--- src/hdl/decimal_seven_segment_formatter_core_defines.svh ---
// ----------------------------------------------------------------------------
// Decimal seven-segment formatter: assertion macros
// Checks are compiled in by default and drop out when SYNTH is defined.
// ----------------------------------------------------------------------------
`ifndef DECIMAL_SEVEN_SEGMENT_FORMATTER_CORE_DEFINES_SVH
`define DECIMAL_SEVEN_SEGMENT_FORMATTER_CORE_DEFINES_SVH

`ifndef SYNTH

// Check that a condition implies another one in the same cycle
`define DSSF_ASSERT_SAME(label, clock, resetn, cond, prop, msg) \
    label: assert property (@(posedge clock) disable iff (!resetn) \
        (cond) |-> (prop)) else $error(msg);

// Check that a condition implies another one in the next cycle
`define DSSF_ASSERT_NEXT(label, clock, resetn, cond, prop, msg) \
    label: assert property (@(posedge clock) disable iff (!resetn) \
        (cond) |=> (prop)) else $error(msg);

`else

`define DSSF_ASSERT_SAME(label, clock, resetn, cond, prop, msg)
`define DSSF_ASSERT_NEXT(label, clock, resetn, cond, prop, msg)

`endif

`endif

--- src/hdl/dssf_pkg.sv ---
// ----------------------------------------------------------------------------
// Decimal seven-segment formatter package
// Widths, digit constants, pipeline record type and segment lookup.
// ----------------------------------------------------------------------------
package dssf_pkg;

    localparam int DIGITS      = 4;
    localparam int MAX_VALUE   = 9999;
    localparam int VALUE_W     = 14;
    localparam int DOTS_W      = 4;
    localparam int COUNT_W     = 3;
    localparam int START_W     = 2;
    localparam int PATTERN_W   = 8;
    localparam int GRID_W      = 3;
    localparam int DIGIT_W     = 4;
    localparam int IDX_W       = $clog2(DIGITS);

    // Record carried through the digit-split pipeline
    typedef struct packed {
        logic [VALUE_W-1:0] num;
        logic [9:0]         rem;
        logic [DIGIT_W-1:0] d_th;
        logic [DIGIT_W-1:0] d_h;
        logic [DIGIT_W-1:0] d_t;
        logic [DOTS_W-1:0]  dots;
        logic [COUNT_W-1:0] count;
        logic [START_W-1:0] start;
    } split_t;

    typedef logic [PATTERN_W-1:0] pattern_t;

    // Map a decimal digit to segments G..A
    function automatic logic [6:0] seg_lookup(input logic [DIGIT_W-1:0] digit);
        logic [6:0] seg;
        case (digit)
            4'd0:    seg = 7'h3F;
            4'd1:    seg = 7'h06;
            4'd2:    seg = 7'h5B;
            4'd3:    seg = 7'h4F;
            4'd4:    seg = 7'h66;
            4'd5:    seg = 7'h6D;
            4'd6:    seg = 7'h7D;
            4'd7:    seg = 7'h07;
            4'd8:    seg = 7'h7F;
            4'd9:    seg = 7'h6F;
            default: seg = 7'h00;
        endcase
        return seg;
    endfunction

endpackage

--- src/hdl/dssf_if.sv ---
// ----------------------------------------------------------------------------
// Decimal seven-segment formatter channels
// Valid/ready channels for input items, result beats and configuration.
// ----------------------------------------------------------------------------
interface dssf_in_if;
    logic        valid;
    logic        ready;
    logic [13:0] value;
    logic [3:0]  dot_bits;
    logic [2:0]  digit_count;
    logic [1:0]  start_position;

    modport source (output valid, value, dot_bits, digit_count, start_position,
                    input ready);
    modport sink   (input valid, value, dot_bits, digit_count, start_position,
                    output ready);
endinterface

interface dssf_out_if;
    logic       valid;
    logic       ready;
    logic [7:0] segment_pattern;
    logic [2:0] grid_address;
    logic       last_digit;

    modport source (output valid, segment_pattern, grid_address, last_digit,
                    input ready);
    modport sink   (input valid, segment_pattern, grid_address, last_digit,
                    output ready);
endinterface

interface dssf_cfg_if;
    logic valid;
    logic ready;
    logic show_leading_zeros;

    modport source (output valid, show_leading_zeros, input ready);
    modport sink   (input valid, show_leading_zeros, output ready);
endinterface

--- src/hdl/decimal_seven_segment_formatter_core.sv ---
// ----------------------------------------------------------------------------
// Decimal seven-segment formatter core
// Splits a number into four decimal digits, maps them to segment patterns
// and emits the last digit_count patterns with grid addresses.
//
//   Channel  Dir  Payload                                        Beat
//   item     in   value, dot_bits, digit_count, start_position   one number
//   result   out  segment_pattern, grid_address, last_digit      one digit
//   cfg      in   show_leading_zeros                             register write
//
// A number enters every cycle while item is ready; it gives min(digit_count, 4)
// result beats, one per cycle while result is ready, and holds the emitter
// until its last beat goes out. A zero count is dropped on entry, yielding nothing.
// The path from item to first result runs through six split stages,
// the emitter register and the output register.
// Reset clears all valid bits and the leading-zero mode.
// A stall on result backs up through the ready chain; nothing is dropped.
// ----------------------------------------------------------------------------
`include "decimal_seven_segment_formatter_core_defines.svh"

module decimal_seven_segment_formatter_core (
    input  logic        clk,
    input  logic        rst_n,
    dssf_in_if.sink     item,
    dssf_out_if.source  result,
    dssf_cfg_if.sink    cfg
);
    import dssf_pkg::*;

    localparam int NSTAGE = 6;

    localparam logic [VALUE_W-1:0] RECIP_TH = 14'd8389;  // 2^23 / 1000
    localparam logic [15:0]        RECIP_H  = 16'd41;    // 2^12 / 100
    localparam logic [14:0]        RECIP_T  = 15'd205;   // 2^11 / 10

    // Configuration register
    logic slz_reg;

    // Split pipeline
    split_t              stage_reg [NSTAGE];
    split_t              stage_next [NSTAGE];
    logic [NSTAGE-1:0]   stage_valid_reg;
    logic [NSTAGE-1:0]   stage_valid_next;
    logic [NSTAGE-1:0]   stage_adv;

    logic [27:0]         prod_th;
    logic [15:0]         prod_h;
    logic [14:0]         prod_t;
    logic [VALUE_W-1:0]  th_scaled;
    logic [9:0]          h_scaled;
    logic [6:0]          t_scaled;
    logic [DIGIT_W-1:0]  d_ones;

    // Pattern build
    logic [DIGIT_W-1:0]  dec [DIGITS];
    pattern_t            pat [DIGITS];
    logic                leading;

    // Emitter
    pattern_t            em_pat_reg [DIGITS];
    logic [COUNT_W-1:0]  em_cnt_reg;
    logic [START_W-1:0]  em_start_reg;
    logic [IDX_W-1:0]    em_idx_reg;
    logic [IDX_W-1:0]    em_idx_next;
    logic                em_valid_reg;
    logic                em_valid_next;
    logic                em_last;
    logic                em_done;
    logic                em_take;
    logic                em_load;
    logic                em_emit;
    logic [COUNT_W-1:0]  em_sel;

    // Output register
    logic                out_valid_reg;
    logic                out_valid_next;
    pattern_t            out_pat_reg;
    logic [GRID_W-1:0]   out_grid_reg;
    logic                out_last_reg;
    logic                out_can;

    // Take configuration writes at any time
    assign cfg.ready = 1'b1;

    always_ff @(posedge clk or negedge rst_n)
    begin
        if (!rst_n)
        begin
            slz_reg <= 1'b0;
        end
        else if (cfg.valid)
        begin
            slz_reg <= cfg.show_leading_zeros;
        end
    end

    // Stage arithmetic: reciprocal multiply, then remainder, per decade
    always_comb
    begin
        prod_th   = 28'(stage_reg[0].num) * 28'(RECIP_TH);
        th_scaled = 14'(stage_reg[1].d_th) * 14'd1000;
        prod_h    = 16'(stage_reg[2].rem) * RECIP_H;
        h_scaled  = 10'(stage_reg[3].d_h) * 10'd100;
        prod_t    = 15'(stage_reg[4].rem[6:0]) * RECIP_T;

        // Saturate value and count on entry
        stage_next[0]       = '0;
        stage_next[0].num   = (item.value > 14'(MAX_VALUE)) ? 14'(MAX_VALUE) : item.value;
        stage_next[0].dots  = item.dot_bits;
        stage_next[0].count = (item.digit_count > 3'(DIGITS)) ? 3'(DIGITS)
                                                               : item.digit_count;
        stage_next[0].start = item.start_position;

        stage_next[1]      = stage_reg[0];
        stage_next[1].d_th = prod_th[26:23];

        stage_next[2]      = stage_reg[1];
        stage_next[2].rem  = 10'(stage_reg[1].num - th_scaled);

        stage_next[3]      = stage_reg[2];
        stage_next[3].d_h  = prod_h[15:12];

        stage_next[4]      = stage_reg[3];
        stage_next[4].rem  = stage_reg[3].rem - h_scaled;

        stage_next[5]      = stage_reg[4];
        stage_next[5].d_t  = prod_t[14:11];
    end

    // Backpressure chain, last stage first
    always_comb
    begin
        stage_adv[NSTAGE-1] = !stage_valid_reg[NSTAGE-1] || em_take;
        for (int k = NSTAGE - 2; k >= 0; k--)
        begin
            stage_adv[k] = !stage_valid_reg[k] || stage_adv[k+1];
        end
    end

    assign item.ready = stage_adv[0];

    // Advance valid bits; drop items with a zero count on entry
    always_comb
    begin
        stage_valid_next = stage_valid_reg;
        if (stage_adv[0])
        begin
            stage_valid_next[0] = item.valid && (item.digit_count != 3'd0);
        end
        for (int k = 1; k < NSTAGE; k++)
        begin
            if (stage_adv[k])
            begin
                stage_valid_next[k] = stage_valid_reg[k-1];
            end
        end
    end

    always_ff @(posedge clk or negedge rst_n)
    begin
        if (!rst_n)
        begin
            stage_valid_reg <= '0;
        end
        else
        begin
            stage_valid_reg <= stage_valid_next;
        end
    end

    always_ff @(posedge clk)
    begin
        for (int k = 0; k < NSTAGE; k++)
        begin
            if (stage_adv[k])
            begin
                stage_reg[k] <= stage_next[k];
            end
        end
    end

    // Build patterns: ones digit, leading-zero blanking, dots
    always_comb
    begin
        t_scaled = 7'(stage_reg[5].d_t) * 7'd10;
        d_ones   = 4'(stage_reg[5].rem[6:0] - t_scaled);
        dec[0]   = stage_reg[5].d_th;
        dec[1]   = stage_reg[5].d_h;
        dec[2]   = stage_reg[5].d_t;
        dec[3]   = d_ones;
        leading  = 1'b1;
        for (int k = 0; k < DIGITS; k++)
        begin
            if (dec[k] != 4'd0)
            begin
                pat[k]  = {1'b0, seg_lookup(dec[k])};
                leading = 1'b0;
            end
            else if (slz_reg || !leading || (k == DIGITS - 1))
            begin
                pat[k] = {1'b0, seg_lookup(4'd0)};
            end
            else
            begin
                pat[k] = '0;
            end
            pat[k][PATTERN_W-1] = stage_reg[5].dots[DIGITS-1-k];
        end
    end

    // Emitter control
    assign out_can = !out_valid_reg || result.ready;
    assign em_last = ({1'b0, em_idx_reg} == (em_cnt_reg - 3'd1));
    assign em_emit = em_valid_reg && out_can;
    assign em_done = em_emit && em_last;
    assign em_take = !em_valid_reg || em_done;
    assign em_load = stage_valid_reg[NSTAGE-1] && em_take;
    assign em_sel  = 3'(DIGITS) - em_cnt_reg + {1'b0, em_idx_reg};

    always_comb
    begin
        em_valid_next = em_valid_reg;
        em_idx_next   = em_idx_reg;
        if (em_load)
        begin
            em_valid_next = 1'b1;
            em_idx_next   = '0;
        end
        else if (em_done)
        begin
            em_valid_next = 1'b0;
        end
        else if (em_emit)
        begin
            em_idx_next = em_idx_reg + 2'd1;
        end
    end

    always_ff @(posedge clk or negedge rst_n)
    begin
        if (!rst_n)
        begin
            em_valid_reg <= 1'b0;
            em_idx_reg   <= '0;
        end
        else
        begin
            em_valid_reg <= em_valid_next;
            em_idx_reg   <= em_idx_next;
        end
    end

    // Hold the run of patterns being emitted
    always_ff @(posedge clk)
    begin
        if (em_load)
        begin
            for (int k = 0; k < DIGITS; k++)
            begin
                em_pat_reg[k] <= pat[k];
            end
            em_cnt_reg   <= stage_reg[NSTAGE-1].count;
            em_start_reg <= stage_reg[NSTAGE-1].start;
        end
    end

    // Output register
    always_comb
    begin
        out_valid_next = out_valid_reg;
        if (out_can)
        begin
            out_valid_next = em_valid_reg;
        end
    end

    always_ff @(posedge clk or negedge rst_n)
    begin
        if (!rst_n)
        begin
            out_valid_reg <= 1'b0;
        end
        else
        begin
            out_valid_reg <= out_valid_next;
        end
    end

    always_ff @(posedge clk)
    begin
        if (em_emit)
        begin
            out_pat_reg  <= em_pat_reg[em_sel[IDX_W-1:0]];
            out_grid_reg <= {1'b0, em_start_reg} + {1'b0, em_idx_reg};
            out_last_reg <= em_last;
        end
    end

    assign result.valid           = out_valid_reg;
    assign result.segment_pattern = out_pat_reg;
    assign result.grid_address    = out_grid_reg;
    assign result.last_digit      = out_last_reg;

    // Checks
    `DSSF_ASSERT_SAME(a_em_count_range, clk, rst_n, em_valid_reg,
        (em_cnt_reg != 3'd0) && (em_cnt_reg <= 3'(DIGITS)), "emitter count out of range")
    `DSSF_ASSERT_SAME(a_em_idx_range, clk, rst_n, em_valid_reg,
        ({1'b0, em_idx_reg} < em_cnt_reg), "emitter index past its count")
    `DSSF_ASSERT_NEXT(a_done_flags_last, clk, rst_n, em_done,
        out_valid_reg && out_last_reg, "final beat of a run not flagged")

endmodule
--- src/flat_wrapper.sv ---
// flat-port wrapper written by rule: the top's interface ports become plain ports
module decimal_seven_segment_formatter_core_flat import dssf_pkg::*;
  (clk, rst_n, item_valid, item_value, item_dot_bits, item_digit_count, item_start_position, item_ready, result_valid, result_segment_pattern, result_grid_address, result_last_digit, result_ready, cfg_valid, cfg_show_leading_zeros, cfg_ready);
  dssf_in_if item_i ();
  dssf_out_if result_i ();
  dssf_cfg_if cfg_i ();
  input  logic clk;
  input  logic rst_n;
  input wire logic [$bits(item_i.valid)-1:0] item_valid;
  input wire logic [$bits(item_i.value)-1:0] item_value;
  input wire logic [$bits(item_i.dot_bits)-1:0] item_dot_bits;
  input wire logic [$bits(item_i.digit_count)-1:0] item_digit_count;
  input wire logic [$bits(item_i.start_position)-1:0] item_start_position;
  output wire logic [$bits(item_i.ready)-1:0] item_ready;
  output wire logic [$bits(result_i.valid)-1:0] result_valid;
  output wire logic [$bits(result_i.segment_pattern)-1:0] result_segment_pattern;
  output wire logic [$bits(result_i.grid_address)-1:0] result_grid_address;
  output wire logic [$bits(result_i.last_digit)-1:0] result_last_digit;
  input wire logic [$bits(result_i.ready)-1:0] result_ready;
  input wire logic [$bits(cfg_i.valid)-1:0] cfg_valid;
  input wire logic [$bits(cfg_i.show_leading_zeros)-1:0] cfg_show_leading_zeros;
  output wire logic [$bits(cfg_i.ready)-1:0] cfg_ready;
  assign item_i.valid = item_valid;
  assign item_i.value = item_value;
  assign item_i.dot_bits = item_dot_bits;
  assign item_i.digit_count = item_digit_count;
  assign item_i.start_position = item_start_position;
  assign item_ready = item_i.ready;
  assign result_valid = result_i.valid;
  assign result_segment_pattern = result_i.segment_pattern;
  assign result_grid_address = result_i.grid_address;
  assign result_last_digit = result_i.last_digit;
  assign result_i.ready = result_ready;
  assign cfg_i.valid = cfg_valid;
  assign cfg_i.show_leading_zeros = cfg_show_leading_zeros;
  assign cfg_ready = cfg_i.ready;
  decimal_seven_segment_formatter_core u_core (.clk(clk), .rst_n(rst_n), .item(item_i), .result(result_i), .cfg(cfg_i));
endmodule
--- config.mk ---
export PLATFORM = sky130hd
export DESIGN_NAME = decimal_seven_segment_formatter_core_flat
export DESIGN_NICKNAME = d
export VERILOG_FILES = /design/src/hdl/dssf_pkg.sv /design/src/hdl/dssf_if.sv /design/src/hdl/decimal_seven_segment_formatter_core.sv /design/src/flat_wrapper.sv
export VERILOG_INCLUDE_DIRS = /design/src /design/src/hdl
export SDC_FILE = /design/constraint.sdc
export NUM_CORES = 1
export LEC_CHECK = 0
export BUFFER_PORTS_ARGS = -buffer_cell sky130_fd_sc_hd__buf_2
export CAP_MARGIN = 20
export CELL_PAD_IN_SITES_DETAIL_PLACEMENT = 1
export CELL_PAD_IN_SITES_GLOBAL_PLACEMENT = 1
export CORE_MARGIN = 2
export CORE_UTILIZATION = 53
export CTS_BUF_LIST = sky130_fd_sc_hd__clkbuf_8 sky130_fd_sc_hd__clkbuf_16
export DETAILED_ROUTE_END_ITERATION = 7
export PLACE_DENSITY_LB_ADDON = 0.1
export SYNTH_ARGS = -nofsm -noshare
export SYNTH_HDL_FRONTEND = slang
export SYNTH_SLANG_ARGS = --single-unit
export TNS_END_PERCENT = 50
--- constraint.sdc ---
create_clock -name clk -period 5.8 [get_ports clk]
set_clock_uncertainty 0.15 [all_clocks]
set_input_delay 1.16 -clock clk [delete_from_list [all_inputs] [get_ports clk]]
set_output_delay 1.16 -clock clk [all_outputs]
set_load 0.02 [all_outputs]
==> flow_summary.ini, run 1 <==
[timing]
report.final.slew_viol_count = 0
setup_viol = 0
maxSlewHeadroom = 0.346
worst_pin_slew_ps = 979
fin_tns_setup_ps = 0
final-hold-violation-count = 0
fin_crit_ps = 4870
post-route-period-util = 0.840
clock.fmax_ghz = 0.205
worst_slack_ps = 928
hold_ws_ps = 258
rsz0062_at_grt = false

[global_route]
grt_pass1_vias = 7647
antenna_found_initial = 0
grt_max_degree = 40
grt.total_usage = 0.200
overflow = 0
grt_pass1_wl_um = 38100

[worst_setup_path]
reg2reg_depth = 15
crit_arrival_ps = 4950
worstSetupEndpointType = flip-flop
reg2reg_from = u_core.stage_reg[0][38]
cp_max_fo = 6
path_class = flip-flop to flip-flop
reg2reg_slack_ps = 930
cp.required_ps = 5870
reg2reg_to = u_core.stage_reg[1][19]
max_stage_delay_ps = 550
cpMaxStageDelayCell = fa_1
critPathMostFrequentCell = ha_1
critPathLaunchType = flip-flop
crit_chain = ha_1, ha_1, ha_1, inv_1, fa_1, inv_1, fa_1, ha_1, ha_1, nand4_2, nor4_1, o221ai_1, nand2_1, o221ai_2, a21boi_1

[synth]
syn_area_per_cell_um2 = 13.4
synth_top_area_share = 0.475
ys_seq_area_frac = 0.498
yosysWarnings = 0
netlist_instances = 901
synth_area_leaders = edfxtp_1 (47%), ha_1 (21%), fa_1 (6.8%)
synthArstFlopShare = 0.0545
ys_ff_latch = 202
synth_flop_cell = edfxtp_1
syn_nets = 1177
synth_area_leader_cell = edfxtp_1
syn-cell-area_um2 = 12100
synth_edf_count = 191
ys_types = 70

[min_path]
hold_path_class = flip-flop to flip-flop
hold_depth = 0
min_from = u_core.stage_reg[3][2]
holdPathEnd = u_core.stage_reg[4][2]

[floorplanning]
die_area_um2 = 24000
num_rows = 55
coreArea_um2 = 22500
io_pins = 44
start_util = 0.537
die_w_um = 155
dieHeight_um = 155

[clock_network]
insertion_delay_ps = 490
hold_buffers = 0
cts_made_buffers = 21
cts.sinks = 202
cts_max_level = 1
cts_buffer_depth = 3
postCtsResizedCells = 0
cts_tree = built
clk_pin_slew_ps = 70
post_cts_buffers = 0
clock-root-buffer = clkbuf_16

[drt]
wirelength_um = 23100
antenna_left = 0
drc = 0
via_per_inst = 5.30
routed-via-count = 6671
dr.pass1.iters = 4
wire_per_inst_um = 18.3
drtIter0Drc = 236

[cells_and_area]
num_antenna_cells = 0
drive_above_1_share = 0.109
largest_register_ff_count = 142
nets = 1235
fillers = 2205
synthToLayoutAreaGrowth_pct = 9.60

[place]
place.gp.congestion = 0.852
hpwl_um = 18400
dp_worst_setup_slack_ps = 982
io_buffers = 42

[outcome]
outcome = completed

[run]
maxCapViolCount = 0
## how the worst max path moves through the flow
stage	from	to	slack, ps
after floorplan	u_core.stage_reg[0][39]	u_core.stage_reg[1][19]	1440
after global placement	u_core.stage_reg[0][38]	u_core.stage_reg[1][19]	1230
after detailed placement	u_core.stage_reg[0][38]	u_core.stage_reg[1][19]	980
after CTS	u_core.stage_reg[0][38]	u_core.stage_reg[1][19]	920
after global routing	u_core.stage_reg[0][39]	u_core.stage_reg[1][19]	690
final	u_core.stage_reg[0][38]	u_core.stage_reg[1][19]	930
## routing by layer
layer,up-vias,share of wire,GRT usage
li1,3282,-,-
met1,3262,0.40,0.228
met2,82,0.54,0.385
met3,45,0.022,0.0262
met4,0,0.032,0.0679
met5,-,0,0
## cell type report
| class | instances | area (µm²) | share of cell area |
|---|---|---|---|
| Multi-Input combinational cell | 538 | 5440 | 0.411 |
| Inverter | 149 | 562 | 0.0424 |
| Clock buffer | 22 | 539 | 0.0407 |
| Tap cell | 285 | 357 | 0.0269 |
| Timing Repair Buffer | 47 | 265 | 0.0200 |
| Sequential cell | 202 | 6010 | 0.454 |
| Clock inverter | 15 | 66.3 | 0.00501 |
## cell usage in the layout (no fill, tap or decap), drive strengths merged, types with 10 or more instances in the layout
master	count
ha	206
edfxtp	191
inv	155
buf	47
nor2	43
fa	41
a21oi	38
xnor2	31
nand2	26
clkbuf	22
o21ai	15
nand2b	14
dfrtp	11
a21o	10
## cell families after synthesis
group	synth area share
flip-flops	0.498
AO/OA/AOI/OAI	0.0602
other	0.000310
buffers and inverters	0.0521
adder cells (fa/ha/maj)	0.281
AND/OR/NAND/NOR	0.0599
XOR/XNOR	0.0313
multiplexers	0.0173
## synth_stat cells, drive strengths merged, types with 8 or more instances
| master | count |
|---|---|
| a21o | 10 |
| a21oi | 38 |
| mux4 | 8 |
| ha | 206 |
| edfxtp | 191 |
| xnor2 | 31 |
| inv | 149 |
| nand2b | 14 |
| o21ai | 15 |
| nand2 | 26 |
| nor2b | 8 |
| nor2 | 43 |
| fa | 41 |
| dfrtp | 11 |
## metrics by stage
| step | cell area [µm²] | cells | utilization |
|---|---|---|---|
| 4_1_cts | 13200 | 1256 | 0.587 |
| 3_5_place_dp | 12600 | 1219 | 0.560 |
| 2_1_floorplan | 12100 | 901 | - |
| 5_1_grt | 13200 | 1258 | 0.588 |
| 6_report | 13200 | 1258 | 0.588 |
| 3_3_place_gp | 12600 | 1219 | 0.560 |
## critical path, delay by kind of cell (launching register included)
family / cells / cell delay, ps
compound gates: 3 / 510
fa+ha+maj: 7 / 2670
buf+inv: 2 / 130
flops: 1 / 520
simple gates: 3 / 650
Power of run 1 is left out: the tool's default activity adds up to more than one toggle a clock period on the data nets, which glitch-free logic cannot reach.
==> run 2: changes to the inputs <==
--- a/config.mk
+++ b/config.mk
@@ -11,7 +11,7 @@
 export CELL_PAD_IN_SITES_DETAIL_PLACEMENT = 1
 export CELL_PAD_IN_SITES_GLOBAL_PLACEMENT = 1
 export CORE_MARGIN = 2
-export CORE_UTILIZATION = 53
+export CORE_UTILIZATION = 47
 export CTS_BUF_LIST = sky130_fd_sc_hd__clkbuf_8 sky130_fd_sc_hd__clkbuf_16
 export DETAILED_ROUTE_END_ITERATION = 7
 export PLACE_DENSITY_LB_ADDON = 0.1
==> constraint.sdc (replaced) <==
create_clock -name clk -period 3.97 [get_ports clk]
set_clock_uncertainty 0.15 [all_clocks]
set_input_delay 0.794 -clock clk [delete_from_list [all_inputs] [get_ports clk]]
set_output_delay 0.794 -clock clk [all_outputs]
set_load 0.02 [all_outputs]
==> flow_summary.ini, run 2 (synthesis gave the netlist of run 1 again) <==
[outcome]
outcome = finished with violations
violations = setup timing

[worst_setup_path]
path_class = flip-flop to flip-flop
cp.required_ps = 4080
crit_chain = ha_4, ha_4, ha_4, inv_2, fa_1, inv_1, fa_1, ha_4, ha_4, nand4_4, buf_4, nor4_4, o221ai_2, nand2_1, o221ai_2, a21boi_2
cpMaxStageDelayCell = fa_1
path_delay_family = adder cells
critPathMostFrequentCell = ha_4
cp_max_fo = 4
crit_arrival_ps = 4570
critPathLaunchType = flip-flop
worstSetupEndpointType = flip-flop
crit_buf_inv = 3
max_stage_delay_ps = 570

[timing]
report.final.slew_viol_count = 0
setup_viol = 4
maxSlewHeadroom = 0.360
fin_tns_setup_ps = -1810
rsz0062_at_grt = true
hold_ws_ps = 268
post-route-period-util = 1.12
worst_slack_ps = -492
worst_pin_slew_ps = 959
final-hold-violation-count = 0
clock.fmax_ghz = 0.224
fin_crit_ps = 4460

[drt]
drc = 0
wirelength_um = 26200
via_per_inst = 5.23
drtIter0Drc = 368
antenna_left = 0
wire_per_inst_um = 19.2
dr.pass1.iters = 4
routed-via-count = 7140

[clock_network]
cts_max_level = 1
cts_buffer_depth = 3
clk_pin_slew_ps = 60
cts_made_buffers = 24
cts_tree = built
cts.sinks = 202
clock-root-buffer = clkbuf_16
insertion_delay_ps = 510

[global_route]
grt.total_usage = 0.190
overflow = 0
grt_pass1_wl_um = 40000
antenna_found_initial = 0
grt_pass1_vias = 7913
grt_max_degree = 40

[run]
maxCapViolCount = 0

[floorplanning]
die_w_um = 164
coreArea_um2 = 25200
start_util = 0.480
num_rows = 58
die_area_um2 = 27000
dieHeight_um = 164
io_pins = 44

[place]
placed_area_um2 = 13000
io_buffers = 42
place.gp.congestion = 0.809
hpwl_um = 19000

[cells_and_area]
fillers = 2423
num_antenna_cells = 0
final_common_cell = edfxtp_1
most-common-layout-cells = edfxtp_1 (191), ha_1 (160), inv_1 (147)
synthToLayoutAreaGrowth_pct = 20.6
nets = 1294
drive_above_1_share = 0.229
final_area_um2 = 14600
largest_register_ff_count = 142

[min_path]
hold_path_class = flip-flop to flip-flop
## run 2: path summary, 6_finish.rpt
kind                                              start                   endpoint  slack, ps  cells after the start
worst max-delay path            u_core.stage_reg[0][38]    u_core.stage_reg[1][19]       -490                     16
worst min-delay path             u_core.stage_reg[4][8]     u_core.stage_reg[5][8]        270                      0
worst max register to register  u_core.stage_reg[0][38]    u_core.stage_reg[1][19]       -490                     16
worst min register to register   u_core.stage_reg[4][8]     u_core.stage_reg[5][8]        270                      0
max in group asynchronous                         rst_n  u_core.stage_valid_reg[0]       2920                      2
min in group asynchronous                         rst_n  u_core.stage_valid_reg[2]        540                      2
## run 2: metal layers
layer / up-vias / share of wire / GRT usage
met5: - / 0 / 0
met4: 0 / 0.032 / 0.0602
met3: 54 / 0.028 / 0.0253
met2: 99 / 0.56 / 0.374
met1: 3585 / 0.38 / 0.210
li1: 3402 / - / -
## run 2: layout make-up
type                       count  area, µm²  area share
inverter                     149        562      0.0386
clock buffer                  24        601      0.0412
tap                          330        413      0.0284
clock inverter                20        193      0.0132
sequential                   202       6010       0.413
multi-input combinational    538       6090       0.418
timing repair buffer         103        694      0.0477
## run 2: timing repair
action	in CTS	in global routing
gates cloned	0	0
hold buffers	1	0
gates resized for setup	30	42
setup buffers	13	11
pin swaps	21	34
endpoints found under the setup margin	5	8
endpoints found under the hold margin	11	0
## run 2: stage by stage
stage | worst slack (ps) | cells | util
final | -492 | 1366 | 0.578
after global routing | -610 | 1366 | 0.578
after CTS | -371 | 1354 | 0.563
after detailed placement | -557 | 1296 | 0.518
after global placement | -380 | 1296 | 0.518
after floorplan | -260 | 901 | -
Power of run 2 is left out for the same reason.
==> run 3: changes to the inputs <==
--- a/config.mk
+++ b/config.mk
@@ -8,13 +8,11 @@
 export LEC_CHECK = 0
 export BUFFER_PORTS_ARGS = -buffer_cell sky130_fd_sc_hd__buf_2
 export CAP_MARGIN = 20
-export CELL_PAD_IN_SITES_DETAIL_PLACEMENT = 1
-export CELL_PAD_IN_SITES_GLOBAL_PLACEMENT = 1
 export CORE_MARGIN = 2
-export CORE_UTILIZATION = 47
+export CORE_UTILIZATION = 55
 export CTS_BUF_LIST = sky130_fd_sc_hd__clkbuf_8 sky130_fd_sc_hd__clkbuf_16
 export DETAILED_ROUTE_END_ITERATION = 7
-export PLACE_DENSITY_LB_ADDON = 0.1
+export PLACE_DENSITY = 0.75
 export SYNTH_ARGS = -nofsm -noshare
 export SYNTH_HDL_FRONTEND = slang
 export SYNTH_SLANG_ARGS = --single-unit
==> flow_summary.ini, run 3 (synthesis gave the netlist of run 1 again) <==
[outcome]
outcome = finished with violations
violations = setup timing

[floorplanning]
coreArea_um2 = 21700
die_w_um = 152
num_rows = 54
dieHeight_um = 152
die_area_um2 = 23200
io_pins = 44
start_util = 0.557

[global_route]
overflow = 0
grt.total_usage = 0.181
grt_pass1_vias = 7304
grt_pass1_wl_um = 34500
grt_max_degree = 40
antenna_found_initial = 0

[clock_network]
cts.sinks = 202
cts_tree = built
cts_made_buffers = 22
clk_pin_slew_ps = 60
insertion_delay_ps = 500
cts_buffer_depth = 3
cts_max_level = 1
clock-root-buffer = clkbuf_16

[cells_and_area]
drive_above_1_share = 0.194
synthToLayoutAreaGrowth_pct = 16.7
final_common_cell = edfxtp_1
largest_register_ff_count = 142
num_antenna_cells = 0
most-common-layout-cells = edfxtp_1 (191), ha_1 (174), inv_1 (150)
nets = 1278

[place]
io_buffers = 42
hpwl_um = 15300
place.gp.congestion = 0.841

[drt]
wirelength_um = 20400
top_layer = met4
drtIter0Drc = 223
drc = 0
dr.pass1.iters = 4
routed-via-count = 6792
wire_per_inst_um = 15.7
via_per_inst = 5.23
wl_met1_um = 8340
met2_length_um = 10900
antenna_left = 0
wl_met3_um = 531

[worst_setup_path]
path_delay_family = adder cells
cp_max_fo = 4
cpMaxStageDelayCell = fa_1
crit_buf_inv = 3
critPathMostFrequentCell = ha_4
worstSetupEndpointType = flip-flop
max_stage_delay_ps = 550
reg2reg_from = u_core.stage_reg[0][38]
crit_arrival_ps = 4350
critPathLaunchType = flip-flop
crit_chain = ha_4, ha_4, ha_4, ha_4, fa_1, inv_1, fa_1, inv_2, ha_4, nand4_4, o21ai_2, a21oi_2, o41ai_4, buf_4, nor2_1, xnor2_1
cp.required_ps = 4060
path_class = flip-flop to flip-flop
startpoint = u_core.stage_reg[0][38]

[timing]
maxSlewHeadroom = 0.297
fin_crit_ps = 4260
setup_viol = 4
hold_ws_ps = 11.9
rsz0062_at_grt = true
worst_slack_ps = -290
final-hold-violation-count = 0
clock.fmax_ghz = 0.235
post-route-period-util = 1.07
worst_pin_slew_ps = 1050
report.final.slew_viol_count = 0
fin_tns_setup_ps = -1110

[run]
maxCapViolCount = 0

[min_path]
hold_path_class = input port to async pin
[run 3: cell types whose count changed in the layout (fill, tap and decap cells not counted), moves of 3 or more]
cell	delta
buf_4	-6
ha_4	-13
buf_6	-6
inv_2	-3
ha_1	+14
clkinv_2	-4
inv_1	+3
clkbuf_8	+4
[run 3: worst reg2reg max path, delay by kind of cell, from the launching register on]
family,cells,cell delay (ps)
flip-flops,1,500
XOR/XNOR,1,110
AO/OA/AOI/OAI,3,500
buffers and inverters,3,290
adder cells (fa/ha/maj),7,2320
AND/OR/NAND/NOR,2,160
[run 3: layer usage]
layer  up-vias  GRT usage
met2        99      0.346
li1       3370          -
met3        45     0.0239
met5         -          0
met1      3278      0.212
met4         0     0.0547
[run 3: final cells by class]
class                           instances  area [µm²]
Inverter                              149         562
Tap cell                              280         350
Clock inverter                         14         136
Fill cell                            1503        7590
Multi-Input combinational cell        538        5870
Clock buffer                           26         606
Sequential cell                       202        6010
Timing Repair Buffer                   89         567
[run 3: final timing paths]
check,cells past startpoint,slack (ps),to
max,16,-290,u_core.stage_reg[1][18]
min,1,10,u_core.em_idx_reg[0]
max reg2reg,16,-290,u_core.stage_reg[1][18]
min reg2reg,0,260,u_core.stage_reg[3][20]
max in group asynchronous,1,3430,u_core.stage_valid_reg[0]
min in group clk,0,260,u_core.stage_reg[3][20]
[run 3: metrics by stage]
step | area (µm²) | cells | worst slack, ps | util
4_1_cts | 13900 | 1293 | -286 | 0.643
2_1_floorplan | 12200 | 901 | -260 | -
6_report | 14100 | 1298 | -290 | 0.650
3_5_place_dp | 13000 | 1247 | -438 | 0.599
3_3_place_gp | 13000 | 1247 | -350 | 0.599
5_1_grt | 14100 | 1298 | -445 | 0.650
[run 3: what timing repair did]
item	4_1_cts	5_1_grt
setup endpoints to repair	4	7
buffers inserted	6	5
hold buffers	0	0
pin swaps	16	14
gates resized for setup	16	18
endpoints found under the hold margin	0	0
Power of run 3 is left out for the same reason.
